==> config.mk <==
export PLATFORM = sky130hd
export DESIGN_NAME = priority_thread_scheduler_core
export DESIGN_NICKNAME = d
export VERILOG_FILES = /design/src/hw/rtl/pts_pkg.sv /design/src/hw/rtl/priority_thread_scheduler_core.sv /design/src/hw/rtl/pts_ram.sv
export SDC_FILE = /design/constraint.sdc
export NUM_CORES = 1
export LEC_CHECK = 0
export BUFFER_PORTS_ARGS = -buffer_cell sky130_fd_sc_hd__buf_2
export CAP_MARGIN = 10
export CORE_ASPECT_RATIO = 1.5
export CORE_UTILIZATION = 50
export CTS_BUF_LIST = sky130_fd_sc_hd__clkbuf_4 sky130_fd_sc_hd__clkbuf_8 sky130_fd_sc_hd__clkbuf_16
export CTS_CLUSTER_DIAMETER = 200
export DETAILED_ROUTE_END_ITERATION = 8
export PLACE_DENSITY = 0.79
export SKIP_LAST_GASP = 1
export SLEW_MARGIN = 20
export SYNTH_ARGS = -nofsm -noshare
export SYNTH_HDL_FRONTEND = slang
export SYNTH_SLANG_ARGS = --single-unit
==> constraint.sdc <==
create_clock -name clk -period 18.4 [get_ports clk]
set_clock_uncertainty 0.1 [all_clocks]
set_input_delay 0 -clock clk [delete_from_list [all_inputs] [get_ports clk]]
set_output_delay 0 -clock clk [all_outputs]
set_load 0.01 [all_outputs]
==> src/hw/rtl/pts_pkg.sv <==
// ----------------------------------------------------------------------------
// pts_pkg
// Shared types and constants of the priority thread scheduler.
// ----------------------------------------------------------------------------
package pts_pkg;

    localparam int THREADS         = 8;
    localparam int PERIODIC_EVENTS = 2;
    localparam int SEMAPHORES      = 4;
    localparam int TID_W           = $clog2(THREADS);
    localparam int SEM_W           = 2;
    localparam int PRIO_W          = 8;
    localparam logic [PRIO_W-1:0] NEVER_RUNS = 8'd255;

    localparam logic [2:0] MODE_TICK   = 3'd0;
    localparam logic [2:0] MODE_SLICE  = 3'd1;
    localparam logic [2:0] MODE_SLEEP  = 3'd2;
    localparam logic [2:0] MODE_WAIT   = 3'd3;
    localparam logic [2:0] MODE_SIGNAL = 3'd4;
    localparam logic [2:0] MODE_INIT   = 3'd5;
    localparam logic [2:0] MODE_START  = 3'd6;

    localparam logic [1:0] REG_PRIO    = 2'd0;
    localparam logic [1:0] REG_ACTIVE  = 2'd1;
    localparam logic [1:0] REG_PERIOD0 = 2'd2;
    localparam logic [1:0] REG_PERIOD1 = 2'd3;

    // thread table entry: sleep count, blocked flag, semaphore blocked on
    localparam int THR_W = 32 + 1 + SEM_W;

    // packed from the top bit down: running_thread ends up in the low bits
    typedef struct packed {
        logic             signal_error;
        logic             none_ready;
        logic             caller_blocked;
        logic [1:0]       event_fire;
        logic [TID_W-1:0] running_thread;
    } result_t;

endpackage

==> src/hw/rtl/priority_thread_scheduler_core.sv <==
// ----------------------------------------------------------------------------
// priority_thread_scheduler_core
// Eight-thread priority scheduler with periodic events and semaphores.
// ----------------------------------------------------------------------------
// Init and unused modes go straight to output, start runs a clearing pass,
// tick and time slice walk every thread, and sleep, wait and signal update the
// caller or semaphore first and may then walk. One item at a time; the thread
// table RAM port sets the walk. Reset: clears control; a clearing pass then
// empties the thread and semaphore tables before the first beat is taken.
module priority_thread_scheduler_core
    import pts_pkg::*;
(
    input  logic        clk,
    input  logic        rst_n,
    input  logic        s_axis_tvalid,
    output logic        s_axis_tready,
    // [2:0] mode, [4:3] sem_index, [20:5] sem_value, [52:21] sleep_ticks
    input  logic [55:0] s_axis_tdata,
    output logic        m_axis_tvalid,
    input  logic        m_axis_tready,
    // [2:0] running_thread, [4:3] event_fire, [5] caller_blocked,
    // [6] none_ready, [7] signal_error
    output logic [7:0]  m_axis_tdata,
    input  logic        cfg_valid,
    output logic        cfg_ready,
    input  logic [1:0]  cfg_index,
    input  logic [63:0] cfg_data
);
    typedef enum logic [3:0] {
        S_CLEAR, S_IDLE, S_SEM_RD, S_SEM_OP, S_TICK_RD, S_TICK_WR,
        S_SCAN_RD, S_SCAN_EV, S_SIG_RD, S_SIG_EV, S_SLP_RD, S_SLP_WR, S_OUT
    } state_t;

    state_t state_reg;
    logic [63:0] prio_reg;
    logic [1:0]  active_reg;
    logic [31:0] period_reg [PERIODIC_EVENTS];
    logic [31:0] cd_reg     [PERIODIC_EVENTS];
    logic [TID_W-1:0] cur_reg, best_reg, idx_reg;
    logic [PRIO_W-1:0] bestp_reg;
    logic found_reg;
    logic [TID_W:0] cnt_reg;
    logic [2:0] mode_reg;
    logic [1:0] sem_reg;
    logic [31:0] ticks_reg;
    result_t res_reg;
    result_t acc_res;

    // thread table
    logic thr_we;
    logic [TID_W-1:0] thr_waddr, thr_raddr;
    logic [THR_W-1:0] thr_wdata, thr_rdata;
    // semaphore table
    logic sem_we;
    logic [SEM_W-1:0] sem_waddr;
    logic [15:0] sem_wdata, sem_rdata;

    pts_ram #(.WIDTH(THR_W), .DEPTH(THREADS)) u_thr (
        .clk(clk), .we(thr_we), .waddr(thr_waddr), .wdata(thr_wdata),
        .raddr(thr_raddr), .rdata(thr_rdata));
    pts_ram #(.WIDTH(16), .DEPTH(SEMAPHORES)) u_sem (
        .clk(clk), .we(sem_we), .waddr(sem_waddr), .wdata(sem_wdata),
        .raddr(sem_reg), .rdata(sem_rdata));

    logic [31:0] rd_sleep;
    logic        rd_blk;
    logic [SEM_W-1:0] rd_on;
    logic [PRIO_W-1:0] rd_prio;
    logic [15:0] sem_dec, sem_inc;
    logic [TID_W-1:0] idx_inc;

    assign rd_sleep = thr_rdata[31:0];
    assign rd_blk   = thr_rdata[32];
    assign rd_on    = thr_rdata[33 +: SEM_W];
    assign rd_prio  = prio_reg[idx_reg*PRIO_W +: PRIO_W];
    assign sem_dec  = sem_rdata - 16'd1;
    assign sem_inc  = sem_rdata + 16'd1;
    assign idx_inc  = idx_reg + 1'b1;

    assign s_axis_tready = (state_reg == S_IDLE);
    assign cfg_ready     = 1'b1;
    assign m_axis_tvalid = (state_reg == S_OUT);
    assign m_axis_tdata  = res_reg;

    // result fields known at accept time
    always_comb
    begin
        acc_res = '0;
        acc_res.running_thread = (s_axis_tdata[2:0] == MODE_START) ? '0 : cur_reg;
        if (s_axis_tdata[2:0] == MODE_TICK)
        begin
            for (int e = 0; e < PERIODIC_EVENTS; e++)
            begin
                if (e < active_reg && cd_reg[e] == 32'd1)
                begin
                    acc_res.event_fire[e] = 1'b1;
                end
            end
        end
    end

    always_comb
    begin
        thr_we    = 1'b0;
        thr_waddr = idx_reg;
        thr_wdata = thr_rdata;
        thr_raddr = idx_reg;
        sem_we    = 1'b0;
        sem_waddr = sem_reg;
        sem_wdata = sem_dec;
        case (state_reg)
            S_CLEAR:
            begin
                thr_we    = 1'b1;
                thr_waddr = cnt_reg[TID_W-1:0];
                thr_wdata = '0;
                // start keeps the semaphore counts
                sem_we    = (mode_reg != MODE_START);
                sem_waddr = cnt_reg[SEM_W-1:0];
                sem_wdata = '0;
            end
            S_IDLE:
            begin
                thr_raddr = idx_inc;
                if (s_axis_tvalid)
                begin
                    case (s_axis_tdata[2:0])
                        MODE_INIT:
                        begin
                            sem_we    = 1'b1;
                            sem_waddr = s_axis_tdata[4:3];
                            sem_wdata = s_axis_tdata[20:5];
                        end
                        default: ;
                    endcase
                end
            end
            S_SEM_RD: thr_raddr = cur_reg;
            S_SEM_OP:
            begin
                sem_we    = 1'b1;
                sem_wdata = (mode_reg == MODE_WAIT) ? sem_dec : sem_inc;
                if (mode_reg == MODE_WAIT && sem_dec[15])
                begin
                    thr_we    = 1'b1;
                    thr_waddr = cur_reg;
                    thr_wdata = {sem_reg, 1'b1, rd_sleep};
                end
            end
            S_SLP_RD: thr_raddr = cur_reg;
            S_SLP_WR:
            begin
                thr_we    = 1'b1;
                thr_waddr = cur_reg;
                thr_wdata = {rd_on, rd_blk, ticks_reg};
            end
            S_TICK_RD: thr_raddr = idx_reg;
            S_TICK_WR:
            begin
                thr_we    = 1'b1;
                thr_wdata = {rd_on, rd_blk, rd_sleep - (rd_sleep != 32'd0 ? 32'd1 : 32'd0)};
                thr_raddr = idx_inc;
            end
            S_SCAN_RD, S_SIG_RD: thr_raddr = idx_reg;
            S_SIG_EV:
            begin
                if (rd_blk && rd_on == sem_reg && !found_reg)
                begin
                    thr_we    = 1'b1;
                    thr_wdata = {{SEM_W{1'b0}}, 1'b0, rd_sleep};
                end
            end
            default: ;
        endcase
    end

    always_ff @(posedge clk or negedge rst_n)
    begin
        if (!rst_n)
        begin
            state_reg  <= S_CLEAR;
            prio_reg   <= '0;
            active_reg <= '0;
            for (int e = 0; e < PERIODIC_EVENTS; e++)
            begin
                period_reg[e] <= 32'd1;
                cd_reg[e]     <= 32'd1;
            end
            cur_reg   <= '0;
            best_reg  <= '0;
            idx_reg   <= '0;
            bestp_reg <= NEVER_RUNS;
            found_reg <= 1'b0;
            cnt_reg   <= '0;
            mode_reg  <= '0;
            sem_reg   <= '0;
            ticks_reg <= '0;
            res_reg   <= '0;
        end
        else
        begin
            if (cfg_valid)
            begin
                case (cfg_index)
                    REG_PRIO:    prio_reg      <= cfg_data;
                    REG_ACTIVE:  active_reg    <= cfg_data[1:0];
                    REG_PERIOD0: period_reg[0] <= cfg_data[31:0];
                    REG_PERIOD1: period_reg[1] <= cfg_data[31:0];
                    default: ;
                endcase
            end
            case (state_reg)
                S_CLEAR:
                begin
                    cnt_reg <= cnt_reg + 1'b1;
                    if (cnt_reg == (TID_W+1)'(THREADS - 1))
                    begin
                        state_reg <= (mode_reg == MODE_START) ? S_OUT : S_IDLE;
                        idx_reg   <= cur_reg - 1'b1;
                    end
                end
                S_IDLE:
                begin
                    if (s_axis_tvalid)
                    begin
                        mode_reg  <= s_axis_tdata[2:0];
                        sem_reg   <= s_axis_tdata[4:3];
                        ticks_reg <= s_axis_tdata[52:21];
                        res_reg   <= acc_res;
                        bestp_reg <= NEVER_RUNS;
                        best_reg  <= cur_reg;
                        found_reg <= 1'b0;
                        cnt_reg   <= '0;
                        idx_reg   <= (s_axis_tdata[2:0] == MODE_TICK) ? '0 : cur_reg + 1'b1;
                        case (s_axis_tdata[2:0])
                            MODE_TICK:
                            begin
                                for (int e = 0; e < PERIODIC_EVENTS; e++)
                                begin
                                    if (e < active_reg)
                                    begin
                                        if (cd_reg[e] == 32'd1)
                                        begin
                                            cd_reg[e] <= period_reg[e];
                                        end
                                        else
                                        begin
                                            cd_reg[e] <= cd_reg[e] - 32'd1;
                                        end
                                    end
                                end
                                state_reg <= S_TICK_RD;
                            end
                            MODE_SLICE: state_reg <= S_SCAN_RD;
                            MODE_SLEEP: state_reg <= S_SLP_RD;
                            MODE_WAIT, MODE_SIGNAL: state_reg <= S_SEM_RD;
                            MODE_START:
                            begin
                                cur_reg <= '0;
                                for (int e = 0; e < PERIODIC_EVENTS; e++)
                                begin
                                    cd_reg[e] <= period_reg[e];
                                end
                                state_reg <= S_CLEAR;
                            end
                            default: state_reg <= S_OUT;
                        endcase
                    end
                end
                S_SLP_RD: state_reg <= S_SLP_WR;
                S_SLP_WR: state_reg <= S_SCAN_RD;
                S_SEM_RD: state_reg <= S_SEM_OP;
                S_SEM_OP:
                begin
                    if (mode_reg == MODE_WAIT)
                    begin
                        if (sem_dec[15])
                        begin
                            res_reg.caller_blocked <= 1'b1;
                            state_reg <= S_SCAN_RD;
                        end
                        else
                        begin
                            state_reg <= S_OUT;
                        end
                    end
                    else if (sem_inc[15] || sem_inc == 16'd0)
                    begin
                        state_reg <= S_SIG_RD;
                    end
                    else
                    begin
                        state_reg <= S_OUT;
                    end
                end
                S_TICK_RD: state_reg <= S_TICK_WR;
                S_TICK_WR:
                begin
                    idx_reg <= idx_inc;
                    cnt_reg <= cnt_reg + 1'b1;
                    state_reg <= (cnt_reg == (TID_W+1)'(THREADS - 1)) ? S_OUT : S_TICK_RD;
                end
                S_SCAN_RD, S_SIG_RD:
                    state_reg <= (state_reg == S_SCAN_RD) ? S_SCAN_EV : S_SIG_EV;
                S_SCAN_EV:
                begin
                    if (!rd_blk && rd_sleep == 32'd0 && rd_prio < bestp_reg)
                    begin
                        bestp_reg <= rd_prio;
                        best_reg  <= idx_reg;
                        found_reg <= 1'b1;
                    end
                    idx_reg <= idx_inc;
                    cnt_reg <= cnt_reg + 1'b1;
                    if (cnt_reg == (TID_W+1)'(THREADS - 1))
                    begin
                        state_reg <= S_OUT;
                        if (!rd_blk && rd_sleep == 32'd0 && rd_prio < bestp_reg)
                        begin
                            cur_reg <= idx_reg;
                            res_reg.running_thread <= idx_reg;
                            res_reg.none_ready <= 1'b0;
                        end
                        else
                        begin
                            cur_reg <= best_reg;
                            res_reg.running_thread <= best_reg;
                            res_reg.none_ready <= !found_reg;
                        end
                    end
                    else
                    begin
                        state_reg <= S_SCAN_RD;
                    end
                end
                S_SIG_EV:
                begin
                    if (rd_blk && rd_on == sem_reg)
                    begin
                        found_reg <= 1'b1;
                    end
                    idx_reg <= idx_inc;
                    cnt_reg <= cnt_reg + 1'b1;
                    if (cnt_reg == (TID_W+1)'(THREADS - 1))
                    begin
                        res_reg.signal_error <= !(found_reg || (rd_blk && rd_on == sem_reg));
                        state_reg <= S_OUT;
                    end
                    else
                    begin
                        state_reg <= S_SIG_RD;
                    end
                end
                S_OUT:
                begin
                    if (m_axis_tready)
                    begin
                        state_reg <= S_IDLE;
                        idx_reg   <= cur_reg;
                    end
                end
                default: state_reg <= S_IDLE;
            endcase
        end
    end
endmodule

==> src/hw/rtl/pts_ram.sv <==
// ----------------------------------------------------------------------------
// pts_ram
// Generic single-port-write, single-read RAM with registered read data.
// ----------------------------------------------------------------------------
module pts_ram #(
    parameter int WIDTH = 8,
    parameter int DEPTH = 8
) (
    input  logic                     clk,
    input  logic                     we,
    input  logic [$clog2(DEPTH)-1:0] waddr,
    input  logic [WIDTH-1:0]         wdata,
    input  logic [$clog2(DEPTH)-1:0] raddr,
    output logic [WIDTH-1:0]         rdata
);
    logic [WIDTH-1:0] mem [DEPTH];

    always_ff @(posedge clk)
    begin
        if (we)
        begin
            mem[waddr] <= wdata;
        end
        rdata <= mem[raddr];
    end
endmodule

# After elaboration in Yosys (flattened, before gate mapping)
# Memory sizes are Yosys's and may differ from the RTL's. A register that Yosys moved wholly into a read port is not among the register bits.
# Cells that the tools add are included.
totals:
  output_inout_bits: 11
  in_bits: 127
  reg_bits: 265
  word_cells: 199
  ram_bits: 344
  memories: 2
memory_table:
  columns: ["memory", "depth", "word_bits", "rd", "rd_clocked_by_memory_dff", "write_ports", "line", "rtl"]
  rows:
  - ["u_thr.mem", 8, 35, 1, 1, 1, "pts_ram.sv:16", "logic [WIDTH-1:0] mem [DEPTH];"]
  - ["u_sem.mem", 4, 16, 1, 1, 1, "pts_ram.sv:16", null]
op_classes:
  n_eq_ne: 39
  shift: 1
  reduce_logical: 48
  magnitude_cmp: 3
  muxes: 76
  add_sub_neg: 9
op_table:
  columns: ["cell", "n"]
  rows:
  - ["case mux 35 bit (5 select lines)", 1]
  - ["2-to-1 mux 32 bit", 4]
  - ["case mux 64 bit (2 select lines)", 1]
  - ["2-to-1 mux 35 bit", 2]
  - ["equality test 32 x 1 -> 1 bit (second input constant)", 2]
  - ["variable part select 64 x 7 -> 8 bit", 1]
  - ["subtractor 32 x 1 -> 32 bit (second input constant)", 2]
  - ["2-to-1 mux 16 bit", 3]
  - ["case mux 16 bit (3 select lines)", 1]
  - ["case mux 4 bit (12 select lines)", 1]
  - ["2-to-1 mux 4 bit", 10]
  - ["2-to-1 mux 3 bit", 12]
  - ["zero test 32 bit", 1]
  - ["nonzero test 32 bit", 1]
  - ["subtractor 32 x 1 -> 32 bit", 1]
  - ["2-to-1 mux 8 bit", 3]
  - ["case mux 3 bit (2 select lines)", 4]
  - ["equality test 4 x 3 -> 1 bit (second input constant)", 5]
  - ["equality test 4 bit (second input constant)", 5]
  - ["case mux 4 bit (5 select lines)", 1]
  - ["AND reduction 4 bit", 5]
  - ["2-to-1 mux 1 bit", 19]
  - ["adder 16 x 1 -> 16 bit (second input constant)", 1]
  - ["zero test 16 bit", 1]
  - ["39 further kinds", 89]

# Longest topological paths before layout
# Gate-level depths: netlist of run 1.
logic_depth:
  word_depth: 7
  depth_mapped: 13
  mapped_depth_nobuf: 12

# Cells and area by module
# From an unflattened synthesis of run 1, not the netlist that was laid out.
unflattened:
  cells_unflattened: 2262
  hier_area_um2: 29985.0
by_module_without_submodules:
  columns: ["module", "n_inst", "cells_per_inst", "area_each_um2", "seq_area_each_um2"]
  rows:
  - ["priority_thread_scheduler_core", 1, 1705, 15751.4, 6646.4]
  - ["pts_ram (u_thr)", 1, 453, 11536.1, 9108.7]
  - ["pts_ram (u_sem)", 1, 104, 2697.6, 2242.2]

# Worst setup path after synthesis of run 1
# OpenSTA, ideal clock, no wires.
synth_timing:
  path_type: "flip-flop to flip-flop"
  from: "reg u_sem.rdata[9] (read register of u_sem.mem)"
  to: "mem u_thr.mem[2][0] in the netlist's numbering, enable pin"
  arrival_ns: 5.275
  period_less_slack_ns: 5.853
  path_buffers: 2
  path_stages_with_launch: 10
  setup_slack_ns: 12.547
  required_time_ns: 17.822
  setup_ns: 0.478
  path_cell_list: "dfxtp_1 -> clkbuf_2 -> or3_4 -> or4_1 -> nor3_2 -> mux2_2 -> or2_2 -> clkbuf_1 -> a221o_1 -> nor3b_1"
synth_via:
  elab_chain_cells: 6
  word_cells_on_any_way: 8
  cone_classes: "add/sub (1); mux (6); reduce/logical (1)"
synth_rtl:
  columns: ["item", "line", "rtl"]
  rows:
  - ["start: declaration", "pts_ram.sv:14", "output logic [WIDTH-1:0] rdata"]
  - ["subtractor 16 x 1 -> 16 bit (*)", "priority_thread_scheduler_core.sv:76", "assign sem_dec = sem_rdata - 16'd1;"]
  - ["logical AND 1 bit (*)", "priority_thread_scheduler_core.sv:143", "if (mode_reg == MODE_WAIT && sem_dec[15])"]
  - ["2-to-1 mux 1 bit", "priority_thread_scheduler_core.sv:143", null]
  - ["case mux 1 bit (3 select lines)", "priority_thread_scheduler_core.sv:111", "case (state_reg)"]
  - ["2-to-1 mux 1 bit", "pts_ram.sv:20", "if (we)"]
  - ["2-to-1 mux 1 bit (implied by the code)", "pts_ram.sv:22", "mem[waddr] <= wdata;"]
  - ["end: declaration", "pts_ram.sv:16", null]
# Mark *: on every way between the ends. The rest lies on a longest branch, timed or not.

# Worst setup path after layout of run 1
layout_timing:
  from: "reg idx_reg[0]"
  to: "reg bestp_reg[0]"
layout_via:
  elab_chain_cells: 5
  word_cells_on_any_way: 7
  cone_classes: "order compare (1); eq/ne (1); shift (1); mux (2); reduce/logical (2)"
layout_rtl:
  columns: ["item", "line", "rtl"]
  rows:
  - ["start: declaration", "priority_thread_scheduler_core.sv:39", "logic [TID_W-1:0] cur_reg, best_reg, idx_reg;"]
  - ["start signal: assignment", "priority_thread_scheduler_core.sv:219", "idx_reg <= cur_reg - 1'b1;"]
  - ["start signal: assignment", "priority_thread_scheduler_core.sv:234", "idx_reg <= (s_axis_tdata[2:0] == MODE_TICK) ? '0 : cur_reg + 1'b1;"]
  - ["start signal: assignment", "priority_thread_scheduler_core.sv:299", "idx_reg <= idx_inc;"]
  - ["variable part select 64 x 7 -> 8 bit (*)", "priority_thread_scheduler_core.sv:75", "assign rd_prio = prio_reg[idx_reg*PRIO_W +: PRIO_W];"]
  - ["< comparator 8 bit", "priority_thread_scheduler_core.sv:307", "if (!rd_blk && rd_sleep == 32'd0 && rd_prio < bestp_reg)"]
  - ["logical AND 1 bit", "priority_thread_scheduler_core.sv:307", null]
  - ["!= test 2 bit (no source line)", null, null]
  - ["AND reduction 3 bit (no source line)", null, null]
  - ["end signal: assignment", "priority_thread_scheduler_core.sv:309", "bestp_reg <= rd_prio;"]
  - ["end: declaration", "priority_thread_scheduler_core.sv:40", "logic [PRIO_W-1:0] bestp_reg;"]
# Mark *: on every way between the ends. The rest lies on a longest branch, timed or not. The select of a mux whose other input is x is not followed.
# A chain may end at the register's enable or synchronous reset.

==> summary by stage, run 1 <==
Detailed routing
The count of nets left with antenna violations once routing finished came out at 0. The count of TritonRoute iterations in the first routing pass is 7. The starting DRC count in detailed routing is 1,729. The remaining routing DRC violations is 0.

The aggregate routed wire length is 77,900 um. After detailed routing, the number of vias per cell comes to 6.14. The via count is 22,000.

The routed length per placed instance is 21.8 um.

Yosys
During synthesis, Yosys emitted a total of 0 warnings. The predominant post-synthesis flop cell is sky130_fd_sc_hd__edfxtp_1. The post-synthesis instance area is 0.0296 sq mm. The top cell type by area accounts for 34.8% of the synthesized area. After synthesis, flip-flops and latches occupy 60.7% of the total area.

The number of nets handed over by synthesis was 2,689. The synthesized design contains 660 register bits. The synthesized design contains 344 enable-type register cells.

The biggest area contributor in the post-synthesis netlist is sky130_fd_sc_hd__edfxtp_1. The mean instance size in the synthesized netlist is 11.7 sq um. By area the synthesized netlist is led by sky130_fd_sc_hd__edfxtp_1, sky130_fd_sc_hd__dfrtp_1, sky130_fd_sc_hd__mux2_2, sky130_fd_sc_hd__nand2_1, sky130_fd_sc_hd__dfxtp_1. The number of distinct library cells after synthesis is 81. The fraction of registers with async set/reset is 40.2%. After technology mapping, the gate count stands at 2,542.

Floorplanning
The starting density of the core is 50.4%. Pin placement for this block handled 138 I/O pins. The die height is 300 um. The row count is 109. The floorplan step defined a die boundary enclosing 0.0603 sq mm.

After floorplanning, the core was sized to cover 0.0588 sq mm. Measured along the x axis, the die boundary spans 201 um.

Worst setup path
The maximum fanout encountered on the critical timing path is 20. STA classifies the critical path startpoint as a register. At the worst endpoint, the required time is 18.85 ns. The endpoint of the worst-slack reg-to-reg timing path is bestp_reg[0]. The worst register-to-register path begins at idx_reg[0]. The type of the worst setup path is reg2reg. The worst setup path is captured at a register. The most critical setup path has its startpoint at idx_reg[0]. At the worst endpoint, the arrival time is 5.02 ns. The worst register-to-register path has a setup slack of 13.84 ns. The logic depth of the worst register-to-register path is 11.

Pwr
The register share of total power is 42.0%. The switching fraction of total power is 37.5%. For this design the ratio of total power to cell area is 178 mW/mm^2. The net load switching power is 2.30 mW. The design internal power is 3.83 mW. The clock network is responsible for 20.8% of the overall power. The worst-case IR drop observed on VDD is 0.141 mV. The leakage component of the power is 13.1 nW. The combinational cell fraction of total power is 37.2%.

Clock tree
The CTS tree is built. The CTS clock-pin slew for the worst setup and hold paths is 0.07 ns. In this run the deepest clock path goes through 3 buffers. At the later pin of the worst-skew pair, clock insertion delay measures 0.62 ns. The H-tree generated during clock tree synthesis spans 2 levels.

TritonCTS created 60 clock buffers. The tree is rooted in a sky130_fd_sc_hd__clkbuf_16. For this design, the sink count on the clock tree is 660.

Place
Timing analysis after detailed placement gives a worst setup slack of 13.95 ns. The instance count after placement with tap cells included is 3,324. In this run the tool buffered the top-level ports with 133 buffer cells. At the end of routability-driven placement, the weighted congestion stood at 0.899. The sum of net half-perimeters after detailed placement is 46,100 um.

Global routing
The number of global-route vias before repair is 22,300. The first global-routing pass estimated 121,000 um of wire. The global-route usage over all layers is 25.7%. After global routing the overflow that remains totals 0. The largest net degree at the start of global routing is 97.

The initial antenna violation count is 1.

Layout
The fraction of layout instances using a drive strength above 1 is 19.4%. The flip-flop count of the largest register, all copies and words added is 280. The largest register by flop count is u_thr.mem.

Counting the fill cells in the layout gives 4,434. Relative to the synthesized area, the layout overhead comes to 16.4%. The non-filler instance count after layout is 3,578. The sequential cell area is 0.0180 sq mm. Summing all multi-input logic gate instances after layout gives 0.0110 sq mm. The net count of the finished layout is 2,896.

STA
The final critical-path setup slack is 13.84 ns. The total setup violations reported at the end of the flow is 0. At the pin with the least slew margin, the transition time is 1.04 ns.

Setup repair after global routing left no endpoint under its margin. Final hold analysis gives a worst-case slack of 0.0384 ns. Timing would allow up to 0.219 GHz.

The routed design could run at a clock period as short as 4.56 ns. In this run the tightest slew margin relative to its limit is 30.3%. For the final routed database, the setup TNS stands at 0 ns. The hold violation total from the final report is 0. After layout, the worst path uses 24.8% of the clock period.

The number of slew-limit violations in the final report is 0.

Status
The run finished with clean final reports.

Run
Max-cap violations in this run came to 0.

Hold path
The worst min-delay path startpoint is s_axis_tdata[45]. The worst hold path terminates at ticks_reg[24]. The type of the tightest min-delay check is in2reg. The worst hold path was traced through 4 stages.
[synthesized netlist by cell type (7+ instances only)]
cell type	instances
sky130_fd_sc_hd__nand2_1	388
sky130_fd_sc_hd__edfxtp_1	344
sky130_fd_sc_hd__dfrtp_1	253
sky130_fd_sc_hd__mux2_2	177
sky130_fd_sc_hd__o21ai_0	136
sky130_fd_sc_hd__clkbuf_1	133
sky130_fd_sc_hd__nor2_1	132
sky130_fd_sc_hd__a21oi_1	113
sky130_fd_sc_hd__a211oi_1	78
sky130_fd_sc_hd__a31oi_1	74
sky130_fd_sc_hd__and2_1	73
sky130_fd_sc_hd__nor3_1	71
sky130_fd_sc_hd__nand3_1	54
sky130_fd_sc_hd__dfxtp_1	51
sky130_fd_sc_hd__inv_1	43
sky130_fd_sc_hd__nor4_1	40
sky130_fd_sc_hd__mux4_2	32
sky130_fd_sc_hd__a221o_1	30
sky130_fd_sc_hd__ha_1	20
sky130_fd_sc_hd__a22oi_1	17
sky130_fd_sc_hd__or3_1	17
sky130_fd_sc_hd__or4_1	17
sky130_fd_sc_hd__nor3b_1	16
sky130_fd_sc_hd__o21ai_1	15
sky130_fd_sc_hd__xor2_1	13
sky130_fd_sc_hd__buf_1	12
sky130_fd_sc_hd__dfstp_2	12
sky130_fd_sc_hd__o22ai_1	12
sky130_fd_sc_hd__xnor2_1	12
sky130_fd_sc_hd__nand4_1	11
sky130_fd_sc_hd__and3_1	10
sky130_fd_sc_hd__o221ai_1	10
sky130_fd_sc_hd__a22o_1	8
sky130_fd_sc_hd__nand2b_1	8
sky130_fd_sc_hd__o311ai_0	8
sky130_fd_sc_hd__or2_2	7
[per-layer routing]
layer / track usage (%) / vias up / share of wire, %
li1: - / 9832 / -
met1: 28.7 / 10800 / 35
met2: 46.1 / 1041 / 52
met3: 4.30 / 270 / 7.1
met4: 14.8 / 2 / 5.9
met5: 0 / - / 0.017
[worst max-delay path, stage by stage (launching register included)]
cell and delay [ns]:
sky130_fd_sc_hd__dfrtp_1 0.44, sky130_fd_sc_hd__buf_4 0.43, sky130_fd_sc_hd__mux4_2 0.63, sky130_fd_sc_hd__mux2_2 0.31, sky130_fd_sc_hd__ha_1 0.30, sky130_fd_sc_hd__a211oi_1 0.19, sky130_fd_sc_hd__o21ai_0 0.20, sky130_fd_sc_hd__nor4_1 0.52
sky130_fd_sc_hd__o21ai_1 0.35, sky130_fd_sc_hd__nor2_1 0.70, sky130_fd_sc_hd__nor2_1 0.12, sky130_fd_sc_hd__a21o_1 0.18
[logic make-up after synthesis]
kind of cell	share of synthesized area, %
buffers and inverters	2.70
muxes	9.19
and+or+nand+nor	14.0
AOI/OAI and AO/OA	11.8
xor gates and xnor gates	0.739
adders and majority gates	0.844
other	0.0126
DFF	60.7
[power groups by stage]
stage                     sequential, mW  combinational, mW  clock, mW
after global routing                2.62               2.50       1.35
after floorplan                     2.46               1.65          0
final                               2.57               2.28       1.28
after CTS                           2.56               2.25       1.29
after detailed placement            2.58               2.19          0
after global placement              2.55               2.09          0
[per-stage QoR]
stage / cell area [sq um] / total power [mW] / utilization [%]
after floorplan: 29600 / 4.11 / -
final: 34500 / 6.14 / 58.7
after CTS: 34500 / 6.10 / 58.6
after global placement: 31000 / 4.64 / 52.8
after global routing: 34500 / 6.46 / 58.7
after detailed placement: 31000 / 4.77 / 52.8
[what timing repair did]
item                                   4_1_cts  5_1_grt
hold buffers                               138        0
endpoints found under the hold margin      347        0
resized for setup                            0        0
buffers inserted                             0        0
[cells in the final DEF (no fill, tap or decap), types with 10 or more instances in the layout]
| cell type | Yosys | routed |
|---|---|---|
| sky130_fd_sc_hd__mux4_2 | 32 | 32 |
| sky130_fd_sc_hd__o21ai_1 | 15 | 15 |
| sky130_fd_sc_hd__o21ai_0 | 136 | 136 |
| sky130_fd_sc_hd__dfrtp_1 | 253 | 253 |
| sky130_fd_sc_hd__dfstp_2 | 12 | 12 |
| sky130_fd_sc_hd__inv_1 | 43 | 43 |
| sky130_fd_sc_hd__a22oi_1 | 17 | 17 |
| sky130_fd_sc_hd__edfxtp_1 | 344 | 344 |
| sky130_fd_sc_hd__xnor2_1 | 12 | 12 |
| sky130_fd_sc_hd__ha_1 | 20 | 20 |
| sky130_fd_sc_hd__a211oi_1 | 78 | 76 |
| sky130_fd_sc_hd__o22ai_1 | 12 | 12 |
| sky130_fd_sc_hd__mux2_2 | 177 | 177 |
| sky130_fd_sc_hd__buf_4 | 2 | 29 |
| sky130_fd_sc_hd__nor3_1 | 71 | 67 |
| sky130_fd_sc_hd__nor4_1 | 40 | 40 |
| sky130_fd_sc_hd__o221ai_1 | 10 | 10 |
| sky130_fd_sc_hd__or3_1 | 17 | 17 |
| sky130_fd_sc_hd__a21oi_1 | 113 | 112 |
| sky130_fd_sc_hd__clkbuf_4 | 0 | 10 |
| sky130_fd_sc_hd__nor3b_1 | 16 | 13 |
| sky130_fd_sc_hd__nand2_1 | 388 | 386 |
| sky130_fd_sc_hd__nand4_1 | 11 | 11 |
| sky130_fd_sc_hd__a221o_1 | 30 | 29 |
| sky130_fd_sc_hd__buf_2 | 6 | 133 |
| sky130_fd_sc_hd__nand3_1 | 54 | 54 |
| sky130_fd_sc_hd__nor2_1 | 132 | 127 |
| sky130_fd_sc_hd__dlygate4sd3_1 | 0 | 137 |
| sky130_fd_sc_hd__dfxtp_1 | 51 | 51 |
| sky130_fd_sc_hd__clkbuf_16 | 0 | 63 |
| sky130_fd_sc_hd__clkinv_2 | 0 | 10 |
| sky130_fd_sc_hd__and2_1 | 73 | 73 |
| sky130_fd_sc_hd__or4_1 | 17 | 17 |
| sky130_fd_sc_hd__xor2_1 | 13 | 13 |
| sky130_fd_sc_hd__a31oi_1 | 74 | 74 |
[worst max path at each step]
stage                      end  cells past startpoint
2_1_floorplan  u_thr.mem[2][0]                      9
3_3_place_gp      bestp_reg[0]                     11
3_5_place_dp      bestp_reg[0]                     11
4_1_cts           bestp_reg[0]                     11
5_1_grt           bestp_reg[0]                     11
6_report          bestp_reg[0]                     11
[area by class of cell]
type / instances / area share (%)
Clock buffer: 79 / 5.03
Timing Repair Buffer: 303 / 6.77
Multi-Input combinational cell: 1681 / 31.9
Tap cell: 777 / 2.82
Clock inverter: 33 / 0.881
Antenna cell: 2 / 0.0145
Sequential cell: 660 / 52.2
Inverter: 43 / 0.468
(Power assumes the default switching activity.)
==> inputs of run 2 (changes only) <==
PLACE_DENSITY = 0.82   (was 0.79)
clock period = 3.7 ns   (was 18.4 ns; I/O delays follow)
==> summary by stage, run 2 (synthesis gave the netlist of run 1 again) <==
Global routing
The initial antenna violation count is 4 (was 1). The number of global-route vias before repair is 23,200 (was 22,300). The global-route usage over all layers is 26.4% (was 25.7%). The aggregate global routing overflow was 0 (unchanged). The largest net degree at the start of global routing is 101 (was 97). The first-pass GRT wire length came to 125,000 um (was 121,000 um).

Pwr
The leakage component of the power came to 13.6 nW (was 13.1 nW). The power after layout was 32.1 mW (was 6.14 mW). The ratio of total power to cell area is 902 mW/mm^2 (was 178 mW/mm^2). The worst IR drop on VDD is 0.625 mV (was 0.141 mV).

STA
The maximum achievable frequency is 0.274 GHz (was 0.219 GHz). The number of slew-limit violations in the final report is 0 (unchanged). The total setup violations reported at the end of the flow is 0 (unchanged). Unrepaired setup endpoints after global routing: yes (was no). The max-slew headroom at the worst pin is 28.3% (was 30.3%). The transition time of the tightest slew-check pin is 1.08 ns (was 1.04 ns). The hold violation total from the final report is 0 (unchanged). The setup TNS after final layout is 0 ns (unchanged). The final critical delay including setup and external delays is 3.64 ns (was 4.56 ns). The final period utilization was 98.5% (was 24.8%).

Worst setup path
The required time at the endpoint of the critical path is 3.93 ns (was 18.85 ns). The sort of element at the end of the critical path is a register (unchanged). The type of the worst setup path is reg2reg (unchanged). The maximum fanout encountered on the critical timing path is 8 (was 20).

The data arrival time of the critical path is 3.87 ns (was 5.02 ns). The logic depth of the worst register-to-register path was 10 (was 11). The kind of launch point of the worst setup path is a register (unchanged).

Layout
The area added between synthesis and finish was 20.2% (was 16.4%). Leading cell types in the layout, fill and taps excluded: sky130_fd_sc_hd__nand2_1, sky130_fd_sc_hd__edfxtp_1, sky130_fd_sc_hd__dfrtp_1 (unchanged). The final layout net count was 2,983 (was 2,896).

The design area is 0.0356 sq mm (was 0.0345 sq mm). The flip-flop count of the largest register, all copies and words added is 280 (unchanged). The most common cell after layout, fill and taps aside was sky130_fd_sc_hd__nand2_1 (unchanged). The fraction of layout instances using a drive strength above 1 was 21.6% (was 19.4%). The largest register by flop count is u_thr.mem (unchanged). The fraction of the core area covered by cells at the end of the flow is 60.6% (was 58.7%). The non-filler instance count after layout was 3,667 (was 3,578).

Detailed routing
The via count was 22,500 (was 22,000). The count of TritonRoute iterations in the first routing pass is 8 (was 7). The number of nets with antenna violations after routing was 0 (unchanged). The remaining routing DRC violations is 0 (unchanged). The aggregate routed wire length is 80,300 um (was 77,900 um). The routed via count divided by cell count is 6.13 (was 6.14).

The routed length per placed instance came to 21.9 um (was 21.8 um). The starting DRC count in detailed routing came to 2,002 (was 1,729).

Floorplanning
The starting density of the core is 50.4% (unchanged). The die height is 300 um (unchanged). The overall die area was 0.0603 sq mm (unchanged). The row count came to 109 (unchanged). The die outline width is 201 um (unchanged). The area of the core region is 0.0588 sq mm (unchanged). The number of primary I/O pins was 138 (unchanged).

Place
The instance count after placement with tap cells included came to 3,400 (was 3,324). The placer congestion estimate is 0.955 (was 0.899). The sum of net half-perimeters after detailed placement is 50,300 um (was 46,100 um).

The post-place instance area is 0.0319 sq mm (was 0.0310 sq mm). The number of port buffers was 133 (unchanged).

Clock tree
The clock tree root buffer cell is sky130_fd_sc_hd__clkbuf_16 (unchanged). The clock latency reported for the late side of the worst-skew pair is 0.64 ns (was 0.62 ns). The maximum buffer depth of the clock tree is 3 (unchanged).

The CTS tree was built (unchanged). The CTS clock-pin slew for the worst setup and hold paths is 0.07 ns (about the same). The clock buffer count from CTS is 60 (unchanged).

The total number of clock tree sinks is 660 (unchanged). The count of H-tree levels built during CTS came to 2 (unchanged).

Run
The number of maximum-capacitance constraint violations is 0 (unchanged).

Hold path
The count of cells along the worst hold path is 4 (unchanged). The type of the tightest min-delay check is in2reg (unchanged).

Status
Outcome: finished clean (unchanged).
run 2: where the power goes:
| group | total, mW | internal, mW | switching, mW | leakage, nW |
|---|---|---|---|---|
| sequential | 12.6 | 11.2 | 1.33 | 6.81 |
| clock | 6.74 | 3.96 | 2.78 | 1.06 |
| combinational | 12.8 | 5.02 | 7.83 | 5.76 |
| total | 32.1 | 20.2 | 11.9 | 13.6 |
run 2: layer usage:
metal  wire length (um)  track usage, %
met4               4830            15.2
met2              40700            46.8
met5                 14               0
met1              28900            30.1
met3               5840            4.48
run 2: metrics by stage:
step | setup slack [ns] | hold slack, ns
6_report | 0.0567 | 0.0174
5_1_grt | -0.0516 | 0.0234
4_1_cts | 0.0460 | 0.000251
3_5_place_dp | -0.102 | 0.0224
3_3_place_gp | -0.0267 | 0.0210
2_1_floorplan | -0.388 | -0.396
run 2: area by class of cell:
type,instances,area (sq um)
inverters,43,161
flip-flops and latches,660,18000
clock buffers,78,1710
multi-input cells,1682,11100
well taps,777,972
clock inverters,34,455
fillers,4314,23200
repair buffers,389,3240
diodes,4,10.0
run 2: final timing paths:
path	startpoint	endpoint	slack [ns]
max in group asynchronous	rst_n	period_reg[25]	2.43
max reg2reg	u_thr.rdata[17]	u_thr.mem[7][30]	0.06
min	s_axis_tdata[27]	ticks_reg[6]	0.02
min reg2reg	m_axis_tdata[3]	m_axis_tdata[3]	0.38
max	u_thr.rdata[17]	u_thr.mem[7][30]	0.06
min in group asynchronous	rst_n	bestp_reg[5]	0.43
run 2: worst max-delay path, cell delays in order (launching register included):
cell and delay, ns:
sky130_fd_sc_hd__dfxtp_1 0.43, sky130_fd_sc_hd__or4_1 0.21, sky130_fd_sc_hd__or3_1 0.16, sky130_fd_sc_hd__or3_1 0.12, sky130_fd_sc_hd__ha_1 0.20, sky130_fd_sc_hd__ha_1 0.20
sky130_fd_sc_hd__or3b_2 0.51, sky130_fd_sc_hd__nor4_1 0.53, sky130_fd_sc_hd__nor4bb_1 0.33, sky130_fd_sc_hd__o21ai_0 0.12, sky130_fd_sc_hd__a221o_1 0.42
run 2: what timing repair did:
| item | in CTS | in global routing |
|---|---|---|
| gates cloned | 1 | 0 |
| resized for setup | 2 | 11 |
| hold buffers | 149 | 0 |
| hold endpoints to repair | 415 | 0 |
| buffers inserted | 1 | 0 |
| pin swaps | 1 | 0 |
| setup endpoints to repair | 71 | 77 |
